===== config.mk =====
export PLATFORM = sky130hd
export DESIGN_NAME = centered_window_gain_control_flat
export DESIGN_NICKNAME = d
export VERILOG_FILES = /design/src/rtl/core/cwgc_pkg.sv /design/src/rtl/core/cwgc_if.sv /design/src/rtl/core/cwgc_ram.sv /design/src/rtl/core/cwgc_fifo.sv /design/src/rtl/core/cwgc_front.sv /design/src/rtl/core/cwgc_back.sv /design/src/rtl/core/centered_window_gain_control.sv /design/src/flat_wrapper.sv
export SDC_FILE = /design/constraint.sdc
export NUM_CORES = 2
export LEC_CHECK = 0
export BUFFER_PORTS_ARGS = -buffer_cell sky130_fd_sc_hd__buf_2
export CAP_MARGIN = 25
export CORE_UTILIZATION = 62
export DETAILED_ROUTE_END_ITERATION = 16
export PLACE_DENSITY = 0.79
export SLEW_MARGIN = 10
export SYNTH_ARGS = -nofsm -noshare
export SYNTH_HDL_FRONTEND = slang
export SYNTH_SLANG_ARGS = --single-unit
export TNS_END_PERCENT = 100

===== constraint.sdc =====
create_clock -name clk -period 29 [get_ports clk]
set_input_delay 1.45 -clock clk [delete_from_list [all_inputs] [get_ports clk]]
set_output_delay 1.45 -clock clk [all_outputs]
set_load 0.05 [all_outputs]

===== src/rtl/core/cwgc_pkg.sv =====
// Shared types, widths and helpers for the centred-window gain control block.
package cwgc_pkg;

	localparam int SAMPLE_W = 16;
	localparam int GAIN_W   = 32;
	localparam int HW_W     = 6;
	localparam int DAMP_W   = 32;
	localparam int CNT_W    = 7;   // counts, window sizes and flush index
	localparam int ENERGY_W = 37;
	localparam int SQ_W     = 31;
	localparam int DIV_W    = ENERGY_W + 1;
	localparam int NUM_W    = SAMPLE_W + CNT_W + 31;
	localparam int NUM_CW   = $clog2(NUM_W);
	localparam int IDX_W    = 1;

	localparam logic [IDX_W-1:0] REG_HALF_WINDOW = 1'd0;
	localparam logic [IDX_W-1:0] REG_DAMP        = 1'd1;

	typedef struct packed {
		logic signed [SAMPLE_W-1:0] sample;
		logic [CNT_W-1:0]           count;
		logic [ENERGY_W-1:0]        energy;
		logic                       last;
		logic                       short_flag;
	} cwgc_job_t;

	localparam int JOB_W = $bits(cwgc_job_t);

	function automatic logic [SQ_W-1:0] sq16(input logic signed [SAMPLE_W-1:0] s);
		logic signed [31:0] p;
		p = s * s;
		return p[SQ_W-1:0];
	endfunction

endpackage


===== src/rtl/core/cwgc_if.sv =====
// Channel interfaces: sample feed, result stream and configuration writes.
interface cwgc_in_if import cwgc_pkg::*; ();
	logic                       valid;
	logic                       ready;
	logic signed [SAMPLE_W-1:0] sample;
	logic                       trace_end;
	modport source (output valid, sample, trace_end, input ready);
	modport sink   (input valid, sample, trace_end, output ready);
endinterface

interface cwgc_out_if import cwgc_pkg::*; ();
	logic                     valid;
	logic                     ready;
	logic signed [GAIN_W-1:0] gained;
	logic                     last_of_trace;
	logic                     short_trace;
	modport source (output valid, gained, last_of_trace, short_trace, input ready);
	modport sink   (input valid, gained, last_of_trace, short_trace, output ready);
endinterface

interface cwgc_cfg_if import cwgc_pkg::*; ();
	logic              valid;
	logic              ready;
	logic [IDX_W-1:0]  index;
	logic [DAMP_W-1:0] data;
	modport source (output valid, index, data, input ready);
	modport sink   (input valid, index, data, output ready);
endinterface


===== src/rtl/core/cwgc_ram.sv =====
// Generic single-write, single-read RAM with registered read data.
module cwgc_ram #(
	parameter int WIDTH = 16,
	parameter int DEPTH = 64
) (
	input  logic                     clk,
	input  logic                     we,
	input  logic [$clog2(DEPTH)-1:0] waddr,
	input  logic [WIDTH-1:0]         wdata,
	input  logic [$clog2(DEPTH)-1:0] raddr,
	output logic [WIDTH-1:0]         rdata_q
);
	logic [WIDTH-1:0] mem_q [DEPTH];

	always_ff @(posedge clk) begin
		if (we) begin
			mem_q[waddr] <= wdata;
		end
		rdata_q <= mem_q[raddr];
	end
endmodule


===== src/rtl/core/cwgc_fifo.sv =====
// Short job queue between the front sequencer and the divider.
module cwgc_fifo #(
	parameter int WIDTH = 8,
	parameter int DEPTH = 4
) (
	input  logic             clk,
	input  logic             arst_n,
	input  logic             push,
	input  logic [WIDTH-1:0] wdata,
	input  logic             pop,
	output logic [WIDTH-1:0] rdata,
	output logic             full,
	output logic             empty
);
	localparam int PW = $clog2(DEPTH);

	logic [WIDTH-1:0] buf_q [DEPTH];
	logic [PW-1:0]    wp_q, rp_q;
	logic [PW:0]      fill_q;

	assign full  = (fill_q == (PW+1)'(DEPTH));
	assign empty = (fill_q == '0);
	assign rdata = buf_q[rp_q];

	always_ff @(posedge clk) begin
		if (push && !full) begin
			buf_q[wp_q] <= wdata;
		end
	end

	always_ff @(posedge clk or negedge arst_n) begin
		if (!arst_n) begin
			wp_q   <= '0;
			rp_q   <= '0;
			fill_q <= '0;
		end else begin
			if (push && !full) begin
				wp_q <= (wp_q == PW'(DEPTH-1)) ? '0 : wp_q + 1'b1;
			end
			if (pop && !empty) begin
				rp_q <= (rp_q == PW'(DEPTH-1)) ? '0 : rp_q + 1'b1;
			end
			fill_q <= fill_q + (PW+1)'(push && !full) - (PW+1)'(pop && !empty);
		end
	end
endmodule


===== src/rtl/core/cwgc_front.sv =====
// Front sequencer: delay line, running energy, position count and job issue.
module cwgc_front import cwgc_pkg::*; #(
	parameter int MAX_HALF_WINDOW = 32
) (
	input  logic             clk,
	input  logic             arst_n,
	cwgc_in_if.sink          feed,
	input  logic [HW_W-1:0]  half_window,
	input  logic             hw_write,
	output logic             push,
	output cwgc_job_t        job,
	input  logic             full
);
	localparam int DEPTH = 2 * MAX_HALF_WINDOW;
	localparam int PW    = (DEPTH > 1) ? $clog2(DEPTH) : 1;
	localparam int TW    = PW + CNT_W + 1;
	localparam logic [CNT_W-1:0] COUNT_CAP = CNT_W'(2 * MAX_HALF_WINDOW + 1);

	localparam logic [2:0] ST_IDLE  = 3'd0;
	localparam logic [2:0] ST_UPD   = 3'd1;
	localparam logic [2:0] ST_RDH   = 3'd2;
	localparam logic [2:0] ST_EMIT  = 3'd3;
	localparam logic [2:0] ST_SHORT = 3'd4;
	localparam logic [2:0] ST_FRA   = 3'd5;
	localparam logic [2:0] ST_FSUB  = 3'd6;
	localparam logic [2:0] ST_FPUSH = 3'd7;

	logic [2:0]                 state_q;
	logic signed [SAMPLE_W-1:0] sample_q;
	logic                       end_q;
	logic [PW-1:0]              wp_q;
	logic [CNT_W-1:0]           count_q, k_q;
	logic [ENERGY_W-1:0]        energy_q;
	logic [SAMPLE_W-1:0]        rdata_q;
	logic [PW-1:0]              raddr;
	logic [CNT_W-1:0]           h, w2, m;

	function automatic logic [PW-1:0] tap_addr(input logic [PW-1:0] wp,
	                                           input logic [CNT_W-1:0] back);
		logic [TW-1:0] t;
		t = TW'(wp) + TW'(DEPTH - 1) - TW'(back);
		if (t >= TW'(DEPTH)) begin
			t = t - TW'(DEPTH);
		end
		return t[PW-1:0];
	endfunction

	// out-of-range half windows clamp to 1 .. MAX
	always_comb begin
		if (half_window == '0) begin
			h = CNT_W'(1);
		end else if (CNT_W'(half_window) > CNT_W'(MAX_HALF_WINDOW)) begin
			h = CNT_W'(MAX_HALF_WINDOW);
		end else begin
			h = CNT_W'(half_window);
		end
		w2 = h + h;
		m  = (count_q < h + 1'b1) ? count_q : h + 1'b1;
	end

	always_comb begin
		unique case (state_q)
			ST_IDLE:                    raddr = tap_addr(wp_q, w2 - 1'b1);
			ST_RDH, ST_EMIT:            raddr = tap_addr(wp_q, h);
			ST_FRA:                     raddr = tap_addr(wp_q, w2 - 1'b1 - k_q);
			ST_FSUB, ST_FPUSH:          raddr = tap_addr(wp_q, h - 1'b1 - k_q);
			default:                    raddr = wp_q;
		endcase
	end

	cwgc_ram #(.WIDTH(SAMPLE_W), .DEPTH(DEPTH)) u_delay (
		.clk     (clk),
		.we      (state_q == ST_UPD),
		.waddr   (wp_q),
		.wdata   (sample_q),
		.raddr   (raddr),
		.rdata_q (rdata_q)
	);

	// no item is taken in the cycle a half-window write resets the trace
	assign feed.ready = (state_q == ST_IDLE) && !hw_write;

	always_comb begin
		push            = 1'b0;
		job.sample      = $signed(rdata_q);
		job.count       = (count_q < w2) ? count_q : w2;
		job.energy      = energy_q;
		job.last        = 1'b0;
		job.short_flag  = 1'b0;
		unique case (state_q)
			ST_EMIT: begin
				push = !(end_q && count_q < w2) && (count_q > h);
			end
			ST_SHORT: begin
				push           = 1'b1;
				job.short_flag = 1'b1;
				job.last       = (k_q + 1'b1 == m);
			end
			ST_FPUSH: begin
				push      = 1'b1;
				job.count = w2 - 1'b1 - k_q;
				job.last  = (k_q + 1'b1 == h);
			end
			default: ;
		endcase
	end

	always_ff @(posedge clk) begin
		if (feed.valid && feed.ready) begin
			sample_q <= feed.sample;
			end_q    <= feed.trace_end;
		end
	end

	always_ff @(posedge clk or negedge arst_n) begin
		if (!arst_n) begin
			state_q  <= ST_IDLE;
			wp_q     <= '0;
			count_q  <= '0;
			k_q      <= '0;
			energy_q <= '0;
		end else if (hw_write) begin
			count_q  <= '0;
			energy_q <= '0;
		end else begin
			unique case (state_q)
				ST_IDLE: begin
					if (feed.valid) begin
						state_q <= ST_UPD;
					end
				end
				ST_UPD: begin
					energy_q <= energy_q
						- ((count_q >= w2) ? ENERGY_W'(sq16($signed(rdata_q))) : '0)
						+ ENERGY_W'(sq16(sample_q));
					wp_q     <= (wp_q == PW'(DEPTH - 1)) ? '0 : wp_q + 1'b1;
					if (count_q < COUNT_CAP) begin
						count_q <= count_q + 1'b1;
					end
					state_q  <= ST_RDH;
				end
				ST_RDH: state_q <= ST_EMIT;
				ST_EMIT: begin
					k_q <= '0;
					if (end_q && count_q < w2) begin
						state_q <= ST_SHORT;
					end else if (!(push && full)) begin
						state_q <= end_q ? ST_FRA : ST_IDLE;
					end
				end
				ST_SHORT: begin
					if (!full) begin
						if (job.last) begin
							count_q  <= '0;
							energy_q <= '0;
							state_q  <= ST_IDLE;
						end else begin
							k_q <= k_q + 1'b1;
						end
					end
				end
				ST_FRA: state_q <= ST_FSUB;
				ST_FSUB: begin
					energy_q <= energy_q - ENERGY_W'(sq16($signed(rdata_q)));
					state_q  <= ST_FPUSH;
				end
				ST_FPUSH: begin
					if (!full) begin
						if (job.last) begin
							count_q  <= '0;
							energy_q <= '0;
							state_q  <= ST_IDLE;
						end else begin
							k_q     <= k_q + 1'b1;
							state_q <= ST_FRA;
						end
					end
				end
				default: state_q <= ST_IDLE;
			endcase
		end
	end
endmodule


===== src/rtl/core/cwgc_back.sv =====
// Back end: restoring divider, saturation and the result register.
module cwgc_back import cwgc_pkg::*; (
	input  logic              clk,
	input  logic              arst_n,
	input  cwgc_job_t         job,
	input  logic              empty,
	output logic              pop,
	input  logic [DAMP_W-1:0] damp,
	cwgc_out_if.source        result
);
	localparam logic [1:0] B_IDLE = 2'd0;
	localparam logic [1:0] B_DIV  = 2'd1;
	localparam logic [1:0] B_SAT  = 2'd2;
	localparam logic [1:0] B_OUT  = 2'd3;

	logic [1:0]              state_q;
	logic [NUM_W-1:0]        num_q;
	logic [DIV_W-1:0]        rem_q, d_q, d;
	logic [NUM_CW-1:0]       cnt_q;
	logic                    neg_q, last_q, short_q;
	logic signed [GAIN_W-1:0] gained_q;
	logic [SAMPLE_W-1:0]     mag;
	logic [SAMPLE_W+CNT_W-1:0] prod;
	logic [DIV_W:0]          trial;

	assign d     = DIV_W'(job.energy) + DIV_W'(damp);
	assign mag   = job.sample[SAMPLE_W-1] ? SAMPLE_W'(-job.sample) : SAMPLE_W'(job.sample);
	assign prod  = mag * job.count;
	assign trial = {rem_q, num_q[NUM_W-1]};
	assign pop   = (state_q == B_IDLE) && !empty;

	assign result.valid         = (state_q == B_OUT);
	assign result.gained        = gained_q;
	assign result.last_of_trace = last_q;
	assign result.short_trace   = short_q;

	always_ff @(posedge clk or negedge arst_n) begin
		if (!arst_n) begin
			state_q <= B_IDLE;
			cnt_q   <= '0;
		end else begin
			unique case (state_q)
				B_IDLE: begin
					if (!empty) begin
						neg_q   <= job.sample[SAMPLE_W-1];
						last_q  <= job.last;
						short_q <= job.short_flag;
						num_q   <= {prod, 31'd0};
						rem_q   <= '0;
						d_q     <= d;
						cnt_q   <= '0;
						if (job.short_flag || d == '0) begin
							gained_q <= '0;
							state_q  <= B_OUT;
						end else begin
							state_q <= B_DIV;
						end
					end
				end
				B_DIV: begin
					// one quotient bit a cycle, shifted into num_q
					if (trial >= {1'b0, d_q}) begin
						rem_q <= DIV_W'(trial - {1'b0, d_q});
						num_q <= {num_q[NUM_W-2:0], 1'b1};
					end else begin
						rem_q <= trial[DIV_W-1:0];
						num_q <= {num_q[NUM_W-2:0], 1'b0};
					end
					cnt_q <= cnt_q + 1'b1;
					if (cnt_q == NUM_CW'(NUM_W - 1)) begin
						state_q <= B_SAT;
					end
				end
				B_SAT: begin
					if (neg_q) begin
						gained_q <= (num_q >= NUM_W'(64'h8000_0000)) ? 32'sh8000_0000
						          : -$signed(num_q[GAIN_W-1:0]);
					end else begin
						gained_q <= (num_q > NUM_W'(64'h7FFF_FFFF)) ? 32'sh7FFF_FFFF
						          : $signed(num_q[GAIN_W-1:0]);
					end
					state_q <= B_OUT;
				end
				B_OUT: begin
					if (result.ready) begin
						state_q <= B_IDLE;
					end
				end
				default: state_q <= B_IDLE;
			endcase
		end
	end
endmodule


===== src/rtl/core/centered_window_gain_control.sv =====
// Top level of the centred-window gain control: config registers, front, queue, back.
//
//   channel  role   handshake       payload
//   feed     sink   valid / ready   sample[15:0] signed, trace_end
//   result   source valid / ready   gained[31:0] signed, last_of_trace, short_trace
//   cfg      sink   valid / ready   index (0 half_window, 1 damp), data[31:0]
//
// Front: each item passes the delay-line RAM in order (read old tap, update,
// read centre tap, issue); each flush result takes two more RAM reads.
// Back: a result with a divisor runs through the 54-bit restoring divider
// (one quotient bit a cycle); short or zero-divisor results skip it with zero gain.
// Reset clears counts, energy, pointers and queue; the delay line is not cleared.
// A four-entry job queue lets the front run ahead while the divider or the
// result sink stalls; cfg is always ready.
module centered_window_gain_control import cwgc_pkg::*; #(
	parameter int MAX_HALF_WINDOW = 32
) (
	input  logic       clk,
	input  logic       arst_n,
	cwgc_in_if.sink    feed,
	cwgc_out_if.source result,
	cwgc_cfg_if.sink   cfg
);
	logic [HW_W-1:0]   half_window_q;
	logic [DAMP_W-1:0] damp_q;
	logic              hw_write;
	logic              push, pop, full, empty;
	cwgc_job_t         job_in, job_out;

	assign cfg.ready = 1'b1;
	assign hw_write  = cfg.valid && (cfg.index == REG_HALF_WINDOW);

	always_ff @(posedge clk or negedge arst_n) begin
		if (!arst_n) begin
			half_window_q <= HW_W'(16);
			damp_q        <= '0;
		end else if (cfg.valid) begin
			unique case (cfg.index)
				REG_HALF_WINDOW: half_window_q <= cfg.data[HW_W-1:0];
				REG_DAMP:        damp_q        <= cfg.data;
				default: ;
			endcase
		end
	end

	cwgc_front #(.MAX_HALF_WINDOW(MAX_HALF_WINDOW)) u_front (
		.clk         (clk),
		.arst_n      (arst_n),
		.feed        (feed),
		.half_window (half_window_q),
		.hw_write    (hw_write),
		.push        (push),
		.job         (job_in),
		.full        (full)
	);

	cwgc_fifo #(.WIDTH(JOB_W), .DEPTH(4)) u_queue (
		.clk    (clk),
		.arst_n (arst_n),
		.push   (push),
		.wdata  (job_in),
		.pop    (pop),
		.rdata  (job_out),
		.full   (full),
		.empty  (empty)
	);

	cwgc_back u_back (
		.clk    (clk),
		.arst_n (arst_n),
		.job    (job_out),
		.empty  (empty),
		.pop    (pop),
		.damp   (damp_q),
		.result (result)
	);

	// a short-trace result always carries zero gain
	a_short_zero: assert property (@(posedge clk) disable iff (!arst_n)
		result.valid && result.short_trace |-> result.gained == '0)
		else $error("short-trace result with nonzero gain");

	// popping only a non-empty queue
	a_pop_nonempty: assert property (@(posedge clk) disable iff (!arst_n)
		pop |-> !empty)
		else $error("job popped from empty queue");

	// a taken feed item always leaves the front busy next cycle
	a_feed_then_busy: assert property (@(posedge clk) disable iff (!arst_n)
		feed.valid && feed.ready |=> !feed.ready)
		else $error("front accepted two items back to back");
endmodule


===== src/flat_wrapper.sv =====
// flat-port wrapper written by rule: the top's interface ports become plain ports
module centered_window_gain_control_flat import cwgc_pkg::*;
#(
	parameter int MAX_HALF_WINDOW = 32
)
  (clk, arst_n, feed_valid, feed_sample, feed_trace_end, feed_ready, result_valid, result_gained, result_last_of_trace, result_short_trace, result_ready, cfg_valid, cfg_index, cfg_data, cfg_ready);
  cwgc_in_if feed_i ();
  cwgc_out_if result_i ();
  cwgc_cfg_if cfg_i ();
  input  logic clk;
  input  logic arst_n;
  input wire logic [$bits(feed_i.valid)-1:0] feed_valid;
  input wire logic [$bits(feed_i.sample)-1:0] feed_sample;
  input wire logic [$bits(feed_i.trace_end)-1:0] feed_trace_end;
  output wire logic [$bits(feed_i.ready)-1:0] feed_ready;
  output wire logic [$bits(result_i.valid)-1:0] result_valid;
  output wire logic [$bits(result_i.gained)-1:0] result_gained;
  output wire logic [$bits(result_i.last_of_trace)-1:0] result_last_of_trace;
  output wire logic [$bits(result_i.short_trace)-1:0] result_short_trace;
  input wire logic [$bits(result_i.ready)-1:0] result_ready;
  input wire logic [$bits(cfg_i.valid)-1:0] cfg_valid;
  input wire logic [$bits(cfg_i.index)-1:0] cfg_index;
  input wire logic [$bits(cfg_i.data)-1:0] cfg_data;
  output wire logic [$bits(cfg_i.ready)-1:0] cfg_ready;
  assign feed_i.valid = feed_valid;
  assign feed_i.sample = feed_sample;
  assign feed_i.trace_end = feed_trace_end;
  assign feed_ready = feed_i.ready;
  assign result_valid = result_i.valid;
  assign result_gained = result_i.gained;
  assign result_last_of_trace = result_i.last_of_trace;
  assign result_short_trace = result_i.short_trace;
  assign result_i.ready = result_ready;
  assign cfg_i.valid = cfg_valid;
  assign cfg_i.index = cfg_index;
  assign cfg_i.data = cfg_data;
  assign cfg_ready = cfg_i.ready;
  centered_window_gain_control #(.MAX_HALF_WINDOW(MAX_HALF_WINDOW)) u_core (.clk(clk), .arst_n(arst_n), .feed(feed_i), .result(result_i), .cfg(cfg_i));
endmodule

After elaboration in Yosys (flattened, before gate mapping)
Memory sizes are Yosys's and may differ from the RTL's. A register that Yosys moved wholly into a read port is not among the register bits.
Cells that the tools add are included.
{"block": "word_totals", "ram_bits": 1272, "n_memories": 2, "input_bits": 55, "output_inout_bits": 37, "word_cells": 204, "ff_bits": 295}
{"memory": "u_core.u_front.u_delay.mem_q", "depth": 64, "word_bits": 16, "read_ports": 1, "rd_clocked_by_memory_dff": 1, "wr": 1, "line": "cwgc_ram.sv:13", "text": "logic [WIDTH-1:0] mem_q [DEPTH];"}
{"memory": "u_core.u_queue.buf_q", "depth": 4, "word_bits": 62, "read_ports": 1, "rd_clocked_by_memory_dff": 0, "wr": 1, "line": "cwgc_fifo.sv:17", "text": "logic [WIDTH-1:0] buf_q [DEPTH];"}
{"block": "op_classes", "n_addsub": 30, "n_eq_ne": 31, "n_bitwise": 3, "multipliers": 3, "muxes": 62, "n_reduce_logical": 39, "magnitude_cmp": 13}
{"operator": "two-way mux 32 bit", "count": 5}
{"operator": "two-way mux 37 bit", "count": 3}
{"operator": "case mux 37 bit (3 select lines)", "count": 1}
{"operator": "case mux 54 bit (2 select lines)", "count": 1}
{"operator": "two-way mux 38 bit", "count": 2}
{"operator": "case mux 38 bit (2 select lines)", "count": 1}
{"operator": "subtractor 37 x 31 -> 37 bit", "count": 2}
{"operator": "two-way mux 7 bit", "count": 10}
{"operator": "case mux 32 bit (2 select lines)", "count": 1}
{"operator": "multiplier 16 x 16 -> 31 bit", "count": 2}
{"operator": ">= comparator 14 x 7 -> 1 bit (second input constant)", "count": 4}
{"operator": ">= comparator 54 x 32 -> 1 bit (second input constant)", "count": 1}
{"operator": "greater-than comparator 54 x 31 -> 1 bit (second input constant)", "count": 1}
{"operator": "two-way mux 54 bit", "count": 1}
{"operator": "two-way mux 6 bit", "count": 7}
{"operator": ">= comparator 39 x 38 -> 1 bit", "count": 1}
{"operator": "adder 37 x 32 -> 38 bit", "count": 1}
{"operator": "zero test 38 bit", "count": 1}
{"operator": "subtractor 38 bit", "count": 1}
{"operator": "adder 37 x 31 -> 37 bit", "count": 1}
{"operator": "negation 32 bit", "count": 1}
{"operator": "subtractor 7 x 7 -> 8 bit", "count": 4}
{"operator": "two-way mux 31 bit", "count": 1}
{"operator": "case mux 7 bit (2 select lines)", "count": 2}
{"operator": "other kinds (52)", "count": 126}

Depth between registers and ports, before layout
{"block": "depth", "word_depth": 13, "ltp_mapped": 39, "mapped_depth_nobuf": 38}

Hierarchy
A second synthesis with hierarchy kept.
{"block": "unflattened", "cells_unflattened": 7034, "area_unflattened_um2": 93766.2}
{"module": "cwgc_ram", "n_inst": 1, "cells_each": 1829, "seq_area_each_um2": 31069.8, "area_each_um2": 40042.2}
{"module": "cwgc_front", "n_inst": 1, "cells_each": 3132, "seq_area_each_um2": 2011.9, "area_each_um2": 27221.1}
{"module": "cwgc_back", "n_inst": 1, "cells_each": 1624, "seq_area_each_um2": 5154.9, "area_each_um2": 15442.3}
{"module": "cwgc_fifo", "n_inst": 1, "cells_each": 364, "seq_area_each_um2": 7622.3, "area_each_um2": 9479.1}
{"module": "centered_window_gain_control", "n_inst": 1, "cells_each": 85, "seq_area_each_um2": 952.2, "area_each_um2": 1581.5}

Worst setup path before layout
OpenSTA, ideal clock, no wires.
{"block": "synth_path", "kind": "register to register", "from": "register u_core.u_front.sample_q[5]", "to": "register u_core.u_front.energy_q[35]", "period_less_slack_ns": 9.829, "setup_time_ns": 0.087, "n_path_buf": 2, "path_slack_ns": 19.171, "required_time_ns": 28.913, "arrival_ns": 9.742, "path_stages_with_launch": 36, "cell_sequence": "edfxtp_1 -> clkbuf_1 -> clkbuf_1 -> nand2_1 -> fa_1 -> inv_1 -> fa_1 -> ha_1 -> fa_1 -> inv_1 -> fa_1 -> fa_1 -> inv_1 -> ha_1 -> a21oi_1 -> nor2b_1 -> o311ai_1 -> a21oi_1 -> a2111oi_0 -> nor4_1 -> or4_1 -> nand2_1 -> fa_1 -> inv_1 -> ha_1 -> and2_1 -> a221o_1 -> a21o_1 -> a211oi_1 -> o21a_1 -> o211ai_1 -> a311o_1 -> a2111oi_0 -> o31ai_1 -> xor2_1 -> o211ai_1"}
{"block": "synth_between", "elab_chain_cells": 4}
{"item": "start, declared", "line": "cwgc_front.sv:29", "text": "logic signed [SAMPLE_W-1:0] sample_q;"}
{"item": "start signal, assigned", "line": "cwgc_front.sv:110", "text": "sample_q <= feed.sample;"}
{"item": "multiplier 16 x 16 -> 31 bit", "line": "cwgc_pkg.sv:31", "text": "p = s * s;"}
{"item": "adder 37 x 31 -> 37 bit", "line": "cwgc_front.sv:135", "text": "+ ENERGY_W'(sq16(sample_q));"}
{"item": "case mux 37 bit (3 select lines)", "line": "cwgc_front.sv:126", "text": "unique case (state_q)"}
{"item": "two-way mux 37 bit", "line": "cwgc_front.sv:122", "text": "end else if (hw_write) begin"}
{"item": "end signal, assigned", "line": "cwgc_front.sv:133", "text": "energy_q <= energy_q"}
{"item": "end signal, assigned", "line": "cwgc_front.sv:164", "text": "energy_q <= energy_q - ENERGY_W'(sq16($signed(rdata_q)));"}
{"item": "end, declared", "line": "cwgc_front.sv:33", "text": "logic [ENERGY_W-1:0] energy_q;"}
Every way passes these cells.
A chain may end at the register's enable or synchronous reset.

Final worst setup path
Same ends and word-level chain as after synthesis.

==> results.toml <==
[place]
gp_congestion = 0.966
port_buffers = 90
dp_hpwl_um = 154000

[worst_setup_path]
crit_fanout = 42
crit_path_start_kind = "flop"
crit_slowest_cell = "a2111oi_0"
slowest_delay_ns = 0.67
crit_start = "u_core.u_front.sample_q[5]"
worstPathRequired_ns = 29.70
critPathKind = "reg -> reg"
r2r_cells = 35
regToRegStartpoint = "u_core.u_front.sample_q[5]"
cp_top_family = "adder cells"
crit_top_cell = "fa_1"
cp-end-kind = "flop"
reg2reg_to = "u_core.u_front.energy_q[35]"
r2r_slack_ns = 18.48
cp.arrival_ns = 11.22
worst-path-buf-inv = 6

[cells_and_area]
multi_input_area_sq_mm = 0.0420
register_area_sq_mm = 0.0468
final_cell_mix = "edfxtp_1 (1,454), inv_1 (879), fa_1 (569), nand2_1 (445), ha_1 (400)"
drive_gt1_share_pct = 12.5
n_fill_cell = 9908
area_growth_pct = 8.94
mostFrequentLayoutCell = "edfxtp_1"
final_nets = 8154

[logic_synthesis]
synth_edf_count = 1454
ys_warn_count = 0
avgSynthCellArea_sq_um = 13.3
synth.distinct_cells = 95
synthArstFlopShare_pct = 7.14
ys_seq_elements = 1583
syn-cell-area_sq_mm = 0.0931
syn_inst = 7014
ys_seq_area_share_pct = 50.3
ys.flop_type = "edfxtp_1"

[global_routing]
gr-total-overflow = 0
antenna_found_initial = 4
grt_pass1_wl_um = 351000
busiest_layer = "met2"
grt_pass1_vias = 59200
use_met3_pct = 4.78
grtUsageTotal_pct = 30.7
grt.met2_usage_pct = 51.8
grt_max_degree = 130
grt_use_met1_pct = 38.7

[hold_path]
min_path_cells = 2
hp-start = "u_core.half_window_q[4]"
hold_path.class = "reg -> reg"
hold_end = "u_core.half_window_q[4]"

[timing]
slew_headroom_pct = 18.3
min_period_ns = 10.52
worst_pin_slew_ns = 1.21
fmax_mhz = 95.0
finalHoldViolCount = 0
tns_ns = 0
rsz0062_at_grt = "false"
setup_viol = 0
period_share_pct = 36.3
drv_slew = 0
final.setup_skew_ns = 0.0541

[die]
die_w_um = 389
num_rows = 141
fp.dieH_um = 389
dieArea_sq_mm = 0.152
start_util_pct = 62.7
boundaryPins = 92
core-area_sq_mm = 0.148

[route]
vias = 58100
drtIter0Drc = 5681
vias_per_cell = 6.27
wirelength_um = 230000
first_pass_iters = 7
post_drt_wl_per_cell_um = 24.8
detail-route-antenna-nets = 0
drc = 0

[cts]
cts_tree = "built"
cts_resized = 0
cts_hold_buf = 0
cts_buffers = 159
clockRootBuffer = "clkbuf_16"
clk_latency_ns = 0.81
clk_pin_slew_worst_paths_ns = 0.06
cts_max_level = 4
cts_setup_buffers = 0
cts.sink_count = 1583
cts_buffer_depth = 3

[run_status]
status = "completed"

[flow_run]
cap_violations = 0
## cell usage after synthesis (all sizes together), types with 111 or more instances
cell type  number  area, sq um
a211oi        127          953
a21oi         251         1260
and2          167         1040
clkbuf        210          788
dfrtp         112         2800
edfxtp       1454        43700
fa            569        11400
ha            401         5020
inv           884         3320
mux2i         111         1110
mux4          316         7120
nand2         445         1670
nor2          373         1400
nor2b         114          713
o21ai         177          886
xnor2         160         1400
## sequential cells by signal, summed over array words and instances, names as in the netlist, 7 cells and up
register                        flops
u_core.damp_q                      32
u_core.u_back.d_q                  38
u_core.u_back.num_q                54
u_core.u_back.rem_q                38
u_core.u_back.result.gained        32
u_core.u_front.count_q              7
u_core.u_front.energy_q            37
u_core.u_front.k_q                  7
u_core.u_front.sample_q            16
u_core.u_front.u_delay.mem_q     1024
u_core.u_front.u_delay.rdata_q     16
u_core.u_queue.buf_q              248
## through the flow
step | instances | cell area, sq um | hold WS (ns) | setup WS (ns) | util [%]
floorplan | 7015 | 93100 | 0.458 | 19.17 | -
global placement | 8962 | 96100 | 0.487 | 18.70 | 64.8
detailed placement | 8963 | 96100 | 0.503 | 18.54 | 64.8
CTS | 9255 | 101000 | 0.482 | 18.53 | 68.2
global route | 9262 | 101000 | 0.518 | 17.80 | 68.3
finish | 9264 | 101000 | 0.515 | 18.48 | 68.3
## tightest hold or removal path, cell delays in order (launching register included)
cell and delay [ns]:
dfstp_2 0.40, nand2_1 0.06, nand2_1 0.05
## final cells by class
| cell class | count | area share, % |
|---|---|---|
| well taps | 2002 | 2.47 |
| flip-flops and latches | 1583 | 46.2 |
| diodes | 2 | 0.00494 |
| clock buffers | 191 | 4.16 |
| clock inverters | 101 | 0.881 |
| multi-input cells | 4272 | 41.4 |
| repair buffers | 228 | 1.60 |
| inverters | 885 | 3.28 |
## layer usage
| metal | part of all wire [%] | up-vias | routed length, um |
|---|---|---|---|
| met1 | 37 | 29300 | 86200 |
| met5 | 0.023 | - | 54 |
| met4 | 5.4 | 8 | 12300 |
| li1 | - | 25400 | - |
| met3 | 7.5 | 551 | 17300 |
| met2 | 50 | 2843 | 114000 |
## worst max-delay path by stage
stage,to,slack (ns),depth (start not counted)
2_1_floorplan,u_core.u_front.energy_q[35],19.17,35
3_3_place_gp,u_core.u_front.energy_q[35],18.70,35
3_5_place_dp,u_core.u_front.energy_q[35],18.54,35
4_1_cts,u_core.u_front.energy_q[35],18.53,35
5_1_grt,u_core.u_front.energy_q[35],17.80,35
6_report,u_core.u_front.energy_q[35],18.48,35
## logic make-up (layout without fill, tap and decap cells)
group | Yosys count | in the layout | synth area share [%]
AND/OR/NAND/NOR | 1511 | 1511 | 7.90
adder cells (fa/ha/maj) | 970 | 970 | 17.6
AO/OA/AOI/OAI | 1042 | 1042 | 7.44
flip-flops | 1583 | 1583 | 50.3
XOR/XNOR | 259 | 259 | 2.45
buffers and inverters | 1160 | 1405 | 4.71
multiplexers | 488 | 488 | 9.58
other | 1 | 4 | 0.00403
Power is not shown: default switching activity piles up to over one toggle a cycle in this logic, so the estimate is an artifact.
